===== src/rtl/pol_pkg.sv =====
// ============================================================================
// pol_pkg - shared definitions for the positional ordered list
// Sizes, operation and status codes, and the structs that pass between the
// sequencer, the entry store and the top level.
// ============================================================================
`default_nettype none

package pol_pkg;

    // List capacity and the widths that follow from it.
    localparam int DEPTH  = 64;
    localparam int ADDR_W = $clog2(DEPTH);
    localparam int CNT_W  = $clog2(DEPTH + 1);

    // Field widths of the transactions.
    localparam int OP_W   = 3;
    localparam int VAL_W  = 32;
    localparam int POS_W  = 8;
    localparam int ST_W   = 2;
    localparam int FPOS_W = 7;
    localparam int ECNT_W = 7;

    // Width used when positions are compared against the entry count.
    localparam int CMP_W = ((POS_W > CNT_W) ? POS_W : CNT_W) + 1;

    // Packed stream widths, rounded up to whole bytes.
    localparam int IN_DATA_W  = ((VAL_W + POS_W + 7) / 8) * 8;
    localparam int OUT_DATA_W = ((FPOS_W + ECNT_W + 7) / 8) * 8;

    // Operation codes.
    localparam logic [OP_W-1:0] OP_INSERT   = 3'd0;
    localparam logic [OP_W-1:0] OP_APPEND   = 3'd1;
    localparam logic [OP_W-1:0] OP_DEL_POS  = 3'd2;
    localparam logic [OP_W-1:0] OP_DEL_LAST = 3'd3;
    localparam logic [OP_W-1:0] OP_SEARCH   = 3'd4;

    // Status codes.
    localparam logic [ST_W-1:0] ST_DONE = 2'd0;
    localparam logic [ST_W-1:0] ST_FULL = 2'd1;
    localparam logic [ST_W-1:0] ST_BAD  = 2'd2;
    localparam logic [ST_W-1:0] ST_MISS = 2'd3;

    // Per-cycle commands from the sequencer to the entry store.
    typedef struct packed {
        logic              rd_en;
        logic [ADDR_W-1:0] rd_addr;
        logic              wr_en;
        logic [ADDR_W-1:0] wr_addr;
        logic              wr_key;   // 1: write the key, 0: write the read data
    } store_ctrl_t;

    // Finished result of one operation.
    typedef struct packed {
        logic [ST_W-1:0]   status;
        logic [FPOS_W-1:0] fpos;
        logic [ECNT_W-1:0] ecnt;
    } resp_t;

endpackage

`default_nettype wire


===== src/rtl/positional_ordered_list_top.sv =====
// ============================================================================
// positional_ordered_list_top - ordered list of signed values by position
// Insert, append, delete, delete-last and search on a packed list of up to
// DEPTH entries held in one single-port-read memory.
// ============================================================================
// Usage:
//   Each transaction on the slave channel carries one operation: the op code
//   in s_tuser and the value and 1-based position in s_tdata. Every
//   operation produces exactly one result transaction on the master channel:
//   the status in m_tuser, and the found position and new entry count in
//   m_tdata.
//   The block works on one operation at a time and drops s_tready from the
//   acceptance cycle until the result is loaded into the output register.
//   Checks, appends, deletes of the last entry, and inserts or deletes that
//   move no entries finish in the check step and go straight to the result.
//   Positional inserts and deletes move the entries behind the position one
//   per cycle through the memory's read and write ports, then write the last
//   moved word; an insert then writes the new value into the opened gap. A
//   search reads one entry per cycle from the head and stops at the first
//   match or after the last entry.
//   The output register lets a new operation be accepted while the previous
//   result waits; a stalled m_tready only holds back the following result.
//   Reset empties the list at once (the entry count is cleared; entry
//   contents are never read before they are written), so no clearing pass
//   is needed and s_tready is already high when reset is released.
// ============================================================================
`default_nettype none

module positional_ordered_list_top (
    input  wire logic                              clk,
    input  wire logic                              rst_n,
    input  wire logic                              s_tvalid,
    output logic                                   s_tready,
    // s_tdata: value [31:0], position [39:32]
    input  wire logic [pol_pkg::IN_DATA_W-1:0]     s_tdata,
    // s_tuser: op [2:0]
    input  wire logic [pol_pkg::OP_W-1:0]          s_tuser,
    output logic                                   m_tvalid,
    input  wire logic                              m_tready,
    // m_tdata: found_position [6:0], entry_count [13:7], zero padding above
    output logic [pol_pkg::OUT_DATA_W-1:0]         m_tdata,
    // m_tuser: status [1:0]
    output logic [pol_pkg::ST_W-1:0]               m_tuser
);

    pol_pkg::store_ctrl_t                 ctrl;
    logic signed [pol_pkg::VAL_W-1:0]     key;
    logic                                 match;
    logic                                 resp_valid;
    pol_pkg::resp_t                       resp;
    logic                                 resp_take;

    logic                                 out_valid_reg;
    pol_pkg::resp_t                       out_reg;

    // The result register is free when empty or being emptied this cycle.
    assign resp_take = !out_valid_reg || m_tready;

    pol_seq u_seq (
        .clk        (clk),
        .rst_n      (rst_n),
        .in_valid   (s_tvalid),
        .in_ready   (s_tready),
        .in_op      (s_tuser),
        .in_value   (s_tdata[pol_pkg::VAL_W-1:0]),
        .in_pos     (s_tdata[pol_pkg::VAL_W +: pol_pkg::POS_W]),
        .match      (match),
        .ctrl       (ctrl),
        .key        (key),
        .resp_valid (resp_valid),
        .resp       (resp),
        .resp_take  (resp_take)
    );

    pol_store u_store (
        .clk   (clk),
        .ctrl  (ctrl),
        .key   (key),
        .match (match)
    );

    // Output register: holds a finished result until the receiver takes it.
    always_ff @(posedge clk or negedge rst_n)
    begin
        if (!rst_n)
        begin
            out_valid_reg <= 1'b0;
        end
        else if (resp_valid && resp_take)
        begin
            out_valid_reg <= 1'b1;
        end
        else if (m_tready)
        begin
            out_valid_reg <= 1'b0;
        end
    end

    always_ff @(posedge clk)
    begin
        if (resp_valid && resp_take)
        begin
            out_reg <= resp;
        end
    end

    assign m_tvalid = out_valid_reg;
    assign m_tuser  = out_reg.status;
    assign m_tdata  = pol_pkg::OUT_DATA_W'({out_reg.ecnt, out_reg.fpos});

endmodule

`default_nettype wire


===== src/rtl/pol_store.sv =====
// ============================================================================
// pol_store - entry memory with its move and compare path
// One write and one registered read per cycle; the write data is either the
// key or the last word read, and the read word is compared
// against the key.
// ============================================================================
`default_nettype none

module pol_store (
    input  wire logic                             clk,
    input  wire pol_pkg::store_ctrl_t             ctrl,
    input  wire logic signed [pol_pkg::VAL_W-1:0] key,
    output logic                                  match
);

    logic [pol_pkg::VAL_W-1:0] mem [pol_pkg::DEPTH];
    logic [pol_pkg::VAL_W-1:0] rd_data_reg;

    always_ff @(posedge clk)
    begin
        if (ctrl.wr_en)
        begin
            mem[ctrl.wr_addr] <= ctrl.wr_key ? key : rd_data_reg;
        end
        if (ctrl.rd_en)
        begin
            rd_data_reg <= mem[ctrl.rd_addr];
        end
    end

    assign match = (rd_data_reg == key);

endmodule

`default_nettype wire


===== src/rtl/pol_seq.sv =====
// ============================================================================
// pol_seq - operation sequencer for the positional ordered list
// Checks each operation against the entry count, then steps the store one
// entry per cycle to open a gap, close a gap or scan for a value.
// ============================================================================
`default_nettype none

module pol_seq (
    input  wire logic                              clk,
    input  wire logic                              rst_n,
    input  wire logic                              in_valid,
    output logic                                   in_ready,
    input  wire logic [pol_pkg::OP_W-1:0]          in_op,
    input  wire logic signed [pol_pkg::VAL_W-1:0]  in_value,
    input  wire logic [pol_pkg::POS_W-1:0]         in_pos,
    input  wire logic                              match,
    output pol_pkg::store_ctrl_t                   ctrl,
    output logic signed [pol_pkg::VAL_W-1:0]       key,
    output logic                                   resp_valid,
    output pol_pkg::resp_t                         resp,
    input  wire logic                              resp_take
);

    localparam logic [2:0] S_IDLE   = 3'd0;
    localparam logic [2:0] S_CHECK  = 3'd1;
    localparam logic [2:0] S_SHIFT  = 3'd2;
    localparam logic [2:0] S_DRAIN  = 3'd3;
    localparam logic [2:0] S_PUT    = 3'd4;
    localparam logic [2:0] S_SEARCH = 3'd5;
    localparam logic [2:0] S_RESP   = 3'd6;

    localparam int AW = pol_pkg::ADDR_W;
    localparam int CW = pol_pkg::CNT_W;
    localparam int XW = pol_pkg::CMP_W;

    logic [2:0]                      state_reg, state_next;
    logic [pol_pkg::OP_W-1:0]        op_reg, op_next;
    logic [pol_pkg::POS_W-1:0]       pos_reg, pos_next;
    logic signed [pol_pkg::VAL_W-1:0] key_reg, key_next;
    logic [CW-1:0]                   count_reg, count_next;
    logic [AW-1:0]                   idx_reg, idx_next;
    logic [AW-1:0]                   last_reg, last_next;
    logic                            pend_reg, pend_next;
    logic [AW-1:0]                   pend_addr_reg, pend_addr_next;
    logic [pol_pkg::ST_W-1:0]        status_reg, status_next;
    logic [CW-1:0]                   fpos_reg, fpos_next;

    logic [XW-1:0] pos_x;
    logic [XW-1:0] cnt_x;
    logic          full;
    logic          grow;
    logic [AW-1:0] dst_addr;

    assign pos_x = XW'(pos_reg);
    assign cnt_x = XW'(count_reg);
    assign full  = (cnt_x >= XW'(pol_pkg::DEPTH));

    // An insert moves entries toward the end, a delete toward the front.
    assign grow     = (op_reg == pol_pkg::OP_INSERT);
    assign dst_addr = grow ? (pend_addr_reg + AW'(1)) : (pend_addr_reg - AW'(1));

    always_comb
    begin
        state_next     = state_reg;
        op_next        = op_reg;
        pos_next       = pos_reg;
        key_next       = key_reg;
        count_next     = count_reg;
        idx_next       = idx_reg;
        last_next      = last_reg;
        pend_next      = pend_reg;
        pend_addr_next = pend_addr_reg;
        status_next    = status_reg;
        fpos_next      = fpos_reg;
        ctrl           = '0;
        in_ready       = 1'b0;
        resp_valid     = 1'b0;

        unique case (state_reg)
            S_IDLE:
            begin
                in_ready = 1'b1;
                if (in_valid)
                begin
                    op_next    = in_op;
                    pos_next   = in_pos;
                    key_next   = in_value;
                    state_next = S_CHECK;
                end
            end

            S_CHECK:
            begin
                pend_next   = 1'b0;
                fpos_next   = '0;
                status_next = pol_pkg::ST_DONE;
                state_next  = S_RESP;
                unique case (op_reg)
                    pol_pkg::OP_INSERT:
                    begin
                        if (pos_reg == '0)
                        begin
                            status_next = pol_pkg::ST_BAD;
                        end
                        else if (full)
                        begin
                            status_next = pol_pkg::ST_FULL;
                        end
                        else if (count_reg == '0)
                        begin
                            // Any position lands at the head of an empty list.
                            ctrl.wr_en   = 1'b1;
                            ctrl.wr_addr = '0;
                            ctrl.wr_key  = 1'b1;
                            count_next   = count_reg + CW'(1);
                        end
                        else if (pos_x > cnt_x + XW'(1))
                        begin
                            status_next = pol_pkg::ST_BAD;
                        end
                        else if (pos_x == cnt_x + XW'(1))
                        begin
                            ctrl.wr_en   = 1'b1;
                            ctrl.wr_addr = AW'(count_reg);
                            ctrl.wr_key  = 1'b1;
                            count_next   = count_reg + CW'(1);
                        end
                        else
                        begin
                            idx_next   = AW'(count_reg - CW'(1));
                            last_next  = AW'(pos_reg - pol_pkg::POS_W'(1));
                            state_next = S_SHIFT;
                        end
                    end

                    pol_pkg::OP_APPEND:
                    begin
                        if (full)
                        begin
                            status_next = pol_pkg::ST_FULL;
                        end
                        else
                        begin
                            ctrl.wr_en   = 1'b1;
                            ctrl.wr_addr = AW'(count_reg);
                            ctrl.wr_key  = 1'b1;
                            count_next   = count_reg + CW'(1);
                        end
                    end

                    pol_pkg::OP_DEL_POS:
                    begin
                        if (pos_reg == '0 || count_reg == '0 || pos_x > cnt_x)
                        begin
                            status_next = pol_pkg::ST_BAD;
                        end
                        else if (pos_x < cnt_x)
                        begin
                            idx_next   = AW'(pos_reg);
                            last_next  = AW'(count_reg - CW'(1));
                            state_next = S_SHIFT;
                        end
                        else
                        begin
                            count_next = count_reg - CW'(1);
                        end
                    end

                    pol_pkg::OP_DEL_LAST:
                    begin
                        if (count_reg == '0)
                        begin
                            status_next = pol_pkg::ST_BAD;
                        end
                        else
                        begin
                            count_next = count_reg - CW'(1);
                        end
                    end

                    pol_pkg::OP_SEARCH:
                    begin
                        if (count_reg == '0)
                        begin
                            status_next = pol_pkg::ST_MISS;
                        end
                        else
                        begin
                            idx_next   = '0;
                            last_next  = AW'(count_reg - CW'(1));
                            state_next = S_SEARCH;
                        end
                    end

                    default:
                    begin
                        status_next = pol_pkg::ST_BAD;
                    end
                endcase
            end

            S_SHIFT:
            begin
                // Write back the word read last cycle while reading the next.
                if (pend_reg)
                begin
                    ctrl.wr_en   = 1'b1;
                    ctrl.wr_addr = dst_addr;
                end
                ctrl.rd_en     = 1'b1;
                ctrl.rd_addr   = idx_reg;
                pend_next      = 1'b1;
                pend_addr_next = idx_reg;
                if (idx_reg == last_reg)
                begin
                    state_next = S_DRAIN;
                end
                else
                begin
                    idx_next = grow ? (idx_reg - AW'(1)) : (idx_reg + AW'(1));
                end
            end

            S_DRAIN:
            begin
                ctrl.wr_en   = 1'b1;
                ctrl.wr_addr = dst_addr;
                pend_next    = 1'b0;
                if (grow)
                begin
                    state_next = S_PUT;
                end
                else
                begin
                    count_next = count_reg - CW'(1);
                    state_next = S_RESP;
                end
            end

            S_PUT:
            begin
                ctrl.wr_en   = 1'b1;
                ctrl.wr_addr = last_reg;
                ctrl.wr_key  = 1'b1;
                count_next   = count_reg + CW'(1);
                state_next   = S_RESP;
            end

            S_SEARCH:
            begin
                if (pend_reg && match)
                begin
                    status_next = pol_pkg::ST_DONE;
                    fpos_next   = CW'(pend_addr_reg) + CW'(1);
                    pend_next   = 1'b0;
                    state_next  = S_RESP;
                end
                else if (pend_reg && pend_addr_reg == last_reg)
                begin
                    status_next = pol_pkg::ST_MISS;
                    pend_next   = 1'b0;
                    state_next  = S_RESP;
                end
                else
                begin
                    ctrl.rd_en     = 1'b1;
                    ctrl.rd_addr   = idx_reg;
                    pend_next      = 1'b1;
                    pend_addr_next = idx_reg;
                    idx_next       = idx_reg + AW'(1);
                end
            end

            S_RESP:
            begin
                resp_valid = 1'b1;
                if (resp_take)
                begin
                    state_next = S_IDLE;
                end
            end

            default:
            begin
                state_next = S_IDLE;
            end
        endcase
    end

    always_ff @(posedge clk or negedge rst_n)
    begin
        if (!rst_n)
        begin
            state_reg <= S_IDLE;
            count_reg <= '0;
            pend_reg  <= 1'b0;
        end
        else
        begin
            state_reg <= state_next;
            count_reg <= count_next;
            pend_reg  <= pend_next;
        end
    end

    always_ff @(posedge clk)
    begin
        op_reg        <= op_next;
        pos_reg       <= pos_next;
        key_reg       <= key_next;
        idx_reg       <= idx_next;
        last_reg      <= last_next;
        pend_addr_reg <= pend_addr_next;
        status_reg    <= status_next;
        fpos_reg      <= fpos_next;
    end

    assign key         = key_reg;
    assign resp.status = status_reg;
    assign resp.fpos   = pol_pkg::FPOS_W'(fpos_reg);
    assign resp.ecnt   = pol_pkg::ECNT_W'(count_reg);

    // A shift step never reads the entry it overwrites in the same cycle.
    a_no_rw_clash: assert property (@(posedge clk) disable iff (!rst_n)
        (ctrl.wr_en && ctrl.rd_en) |-> (ctrl.wr_addr != ctrl.rd_addr))
        else $error("store read and write hit the same entry");

    // The entry count only moves when an operation finishes.
    a_count_at_finish: assert property (@(posedge clk) disable iff (!rst_n)
        (count_reg != $past(count_reg)) |-> (state_reg == S_RESP))
        else $error("entry count changed outside operation completion");

    // The count never passes the capacity.
    a_count_bound: assert property (@(posedge clk) disable iff (!rst_n)
        (state_reg == S_RESP) |-> (CW'(pol_pkg::DEPTH) >= count_reg))
        else $error("entry count above capacity");

    // A successful search reports a position inside the list.
    a_found_in_list: assert property (@(posedge clk) disable iff (!rst_n)
        (state_reg == S_RESP && op_reg == pol_pkg::OP_SEARCH
            && status_reg == pol_pkg::ST_DONE)
        |-> (fpos_reg != '0 && fpos_reg <= count_reg))
        else $error("search hit outside the list");

endmodule

`default_nettype wire


===== config.mk =====
export PLATFORM = sky130hd
export DESIGN_NAME = positional_ordered_list_top
export DESIGN_NICKNAME = d
export VERILOG_FILES = /design/src/rtl/pol_pkg.sv /design/src/rtl/positional_ordered_list_top.sv /design/src/rtl/pol_store.sv /design/src/rtl/pol_seq.sv
export SDC_FILE = /design/constraint.sdc
export NUM_CORES = 2
export LEC_CHECK = 0
export BUFFER_PORTS_ARGS = -buffer_cell sky130_fd_sc_hd__clkbuf_2
export CAP_MARGIN = 20
export CORE_MARGIN = 3
export CORE_UTILIZATION = 45
export CTS_CLUSTER_DIAMETER = 60
export DETAILED_ROUTE_END_ITERATION = 6
export SETUP_SLACK_MARGIN = 0.5
export SLEW_MARGIN = 20
export SYNTH_ARGS = -nofsm -noshare
export SYNTH_HDL_FRONTEND = slang
export SYNTH_SLANG_ARGS = --single-unit

===== constraint.sdc =====
create_clock -name clk -period 9.2 [get_ports clk]
set_input_delay 0.46 -clock clk [delete_from_list [all_inputs] [get_ports clk]]
set_output_delay 0.46 -clock clk [all_outputs]
set_load 0.01 [all_outputs]

==> impl_metrics.ini <==
[global_routing]
grt_overflow = 0
grt.met3_usage_pct = 8.420
track_usage_pct = 30.10
grt_antenna_before_repair = 28
grt_pass1_vias = 52901
globalRouteMet2Util_pct = 43.33
use_met1_pct = 41.37
grt_max_degree = 138
grt_pass1_wl_microns = 428500
busiest_layer = met2

[timing]
slew_viol_final = 0
setup_viol = 0
fin_hold_ws_ns = 0.05780
rsz0062_at_grt = no
timing.final.crit_share_pct = 64.75
layout_min_cycle_time_ns = 5.957
max_freq_mhz = 167.9
max_slew_margin_pct = 14.00
hold_viol = 0
worst_pin_slew_ns = 1.290
setup-tns-final_ns = 0
skew_ns = 0.05281

[floorplan]
fp-row-count = 162
die_h_microns = 449.3
die_x_microns = 449.3
io_pins = 67
die-area_sq_mm = 0.2019
core_sq_mm = 0.1952
start_util_pct = 45.30

[synthesis]
ys.warnings.count = 0
async_flop_share_pct = 0.5510
synth_cell_type_count = 84
avgSynthCellArea_sq_um = 15.46
ys.flop_type = edfxtp_1
synth_seq_area_share_pct = 73.89
ys_ff_latch = 2178
synth-edff-count = 2166
synthCells = 5720
synth_area_sq_mm = 0.08843

[layout]
layout-drive-gt1-share_pct = 13.91
nets = 5932
fin_util_pct = 51.62
instances_no_fill = 8681
area_growth_syn_to_layout_pct = 13.95
fill_cells = 15924
largest_reg_flops = 2048

[detailed_routing]
drt-initial-drc-count = 8307
wl_per_cell_microns = 35.72
vias_per_cell = 6.531
first_pass_iters = 7
routed_wl_microns = 310100
remaining_drc_errors = 20
vias = 56692
ant_nets = 0

[power]
p_comb_share_pct = 38.9
p_leak_uw = 0.03234
p_switching_uw = 15500
clockPowerShare_pct = 23.4
intPower_uw = 22070
power.total_uw = 37570
ir_drop_v = 0.0003478
swShare_pct = 41.25
seqPwrFrac_pct = 37.7
powerDensity_mw_per_mm2 = 372.8

[place]
placedCellCount = 8193
hpwl_microns = 193400
io_buffers = 64
place_congestion = 1.051

[clock_network]
clkLatencyLatePin_ns = 0.89
cts_sinks = 2178
htreeDepth = 4
cts_setup_buffers = 0
cts_tree = yes
cts_buffers = 221
clk_pin_slew_ns = 0.07
ctsLongestPathBuffers = 3
clockRootBuffer = clkbuf_16

[worst_setup_path]
rrSetupSlack_ns = 3.24
arrival_ns = 6.69
crit_type = flop to flop
crit_path_start_kind = flop
reg2reg_to = u_store.rd_data_reg[17]
critPathRequiredTime_ns = 9.93
rr_startpoint = u_seq.state_reg[1]
r2r.worst_path.cells = 10
critPathMaxFanout = 55
crit_path_end_kind = flop

[outcome]
run_status = complete, but fails checks
failed_checks = DRC

[hold_path]
hold_path_class = input pin to asynchronous set/reset pin

[run]
maxCapViolations = 0
-- worst max-delay path, cell delays in order (launching register included) --
cell and delay [ns]:
dfrtp_1 0.71, or3b_1 0.58, nand2_1 0.26, o21a_2 0.32, nand2_4 0.39, inv_4 0.48
buf_4 0.74, nand3b_1 0.75, a211oi_1 1.04, nor4b_1 0.28, o211ai_1 0.15
-- stage by stage --
step / cell area, sq um / setup slack, ns
after floorplan: 88430 / 3.608
after global placement: 92520 / 3.484
after detailed placement: 92770 / 3.515
after CTS: 100200 / 3.469
after global routing: 100700 / 3.015
final: 100800 / 3.243
-- final cells by class --
type	count	area [sq um]	share of cell area (%)
tap	2624	3283	3.258
sequential	2178	65340	64.85
timing repair buffer	303	2800	2.779
multi-input combinational	3112	22140	21.97
inverter	42	165.2	0.1639
clock inverter	124	1180	1.171
clock buffer	281	5807	5.763
antenna	17	42.54	0.04222
-- worst max-delay path by stage --
stage | cells past startpoint | end | from
after global routing | 12 | u_store.mem[10][27] | u_seq.count_reg[2]
after floorplan | 11 | u_store.mem[0][14] | u_seq.count_reg[2]
after detailed placement | 12 | u_store.mem[11][30] | u_seq.op_reg[2]
final | 10 | u_store.rd_data_reg[17] | u_seq.state_reg[1]
after global placement | 13 | u_store.mem[50][29] | u_seq.count_reg[0]
after CTS | 12 | u_store.mem[10][7] | u_seq.op_reg[2]
-- cell usage after synthesis, types with 13 or more instances --
| cell type | number | area [sq um] |
|---|---|---|
| edfxtp_1 | 2166 | 65040 |
| o21a_1 | 14 | 105.1 |
| inv_1 | 39 | 146.4 |
| nand2b_1 | 17 | 106.4 |
| o31ai_1 | 20 | 150.1 |
| buf_2 | 59 | 295.3 |
| a22oi_1 | 18 | 135.1 |
| o32ai_1 | 17 | 148.9 |
| mux2i_1 | 436 | 4364 |
| o22ai_1 | 98 | 613.1 |
| xor2_1 | 23 | 201.4 |
| clkbuf_1 | 242 | 908.4 |
| ha_1 | 26 | 325.3 |
| and2_1 | 22 | 137.6 |
| nor2_1 | 450 | 1689 |
| nand3_1 | 128 | 640.6 |
| o221ai_1 | 59 | 516.8 |
| buf_1 | 84 | 315.3 |
| a21oi_1 | 392 | 1962 |
| nor4_1 | 23 | 143.9 |
| nand2_1 | 183 | 686.9 |
| or4_1 | 16 | 120.1 |
| a31oi_1 | 29 | 181.4 |
| o2111ai_1 | 22 | 192.7 |
| mux2_2 | 112 | 1261 |
| nor3_1 | 97 | 485.5 |
| o21ai_0 | 218 | 1091 |
| xnor2_1 | 49 | 429.2 |
| a211oi_1 | 97 | 728.2 |
| o211ai_1 | 111 | 833.3 |
| or3_1 | 31 | 193.9 |
| a21o_1 | 18 | 135.1 |
| a211o_1 | 13 | 113.9 |
| nand4_1 | 19 | 118.9 |
| mux4_2 | 34 | 765.7 |
| and3_1 | 16 | 100.1 |
| a32oi_1 | 20 | 175.2 |
| o2bb2ai_1 | 25 | 219.0 |
| a2bb2oi_1 | 25 | 219.0 |
| a221oi_1 | 34 | 297.8 |
| a2111oi_0 | 35 | 306.5 |
-- metal layers --
layer | vias up | routed length (microns)
li1 | 23088 | -
met1 | 28984 | 119400
met2 | 3899 | 132700
met3 | 715 | 37870
met4 | 6 | 20110
met5 | - | 41
-- logic make-up after synthesis --
logic type                 synth area share (%)
other                                  0.004241
xor gates and xnor gates                 0.7131
and+or+nand+nor                           5.412
AOI/OAI and AO/OA                         10.42
adders and majority gates                0.3905
DFF                                       73.89
muxes                                     7.228
buffers and inverters                     1.934
-- power groups by stage --
| stage | registers (uW) | clock network [uW] | logic (uW) |
|---|---|---|---|
| floorplan | 14200 | 0 | 7030 |
| global placement | 14300 | 0 | 13900 |
| detailed placement | 14300 | 0 | 14100 |
| CTS | 14100 | 8840 | 14100 |
| global route | 14200 | 9240 | 14900 |
| finish | 14200 | 8790 | 14600 |
-- cell usage in the layout (no fill, tap or decap), types with 20 or more instances in the layout --
| cell | n |
|---|---|
| edfxtp_1 | 2166 |
| mux2i_1 | 436 |
| a21oi_1 | 392 |
| nor2_1 | 379 |
| clkbuf_16 | 222 |
| o21ai_0 | 215 |
| nand2_1 | 172 |
| buf_4 | 157 |
| nand3_1 | 121 |
| mux2_2 | 112 |
| o211ai_1 | 111 |
| o22ai_1 | 97 |
| nor3_1 | 94 |
| a211oi_1 | 91 |
| nor2_4 | 67 |
| clkbuf_2 | 64 |
| o221ai_1 | 59 |
| clkbuf_1 | 56 |
| clkinv_1 | 53 |
| xnor2_1 | 49 |
| dlygate4sd3_1 | 45 |
| inv_1 | 38 |
| a221oi_1 | 34 |
| mux4_2 | 34 |
| a2111oi_0 | 33 |
| or3_1 | 31 |
| clkinv_2 | 30 |
| a31oi_1 | 29 |
| ha_1 | 26 |
| o2bb2ai_1 | 25 |
| a2bb2oi_1 | 25 |
| xor2_1 | 23 |
| nor4_1 | 22 |
| o2111ai_1 | 22 |
| and2_1 | 20 |
| a32oi_1 | 20 |
-- timing repair --
action,in CTS,in global routing
endpoints found under the setup margin,0,0
hold endpoints to repair,56,0
resized for setup,0,0
hold buffers,45,0
Note: power is estimated with default switching activity, not from simulation.
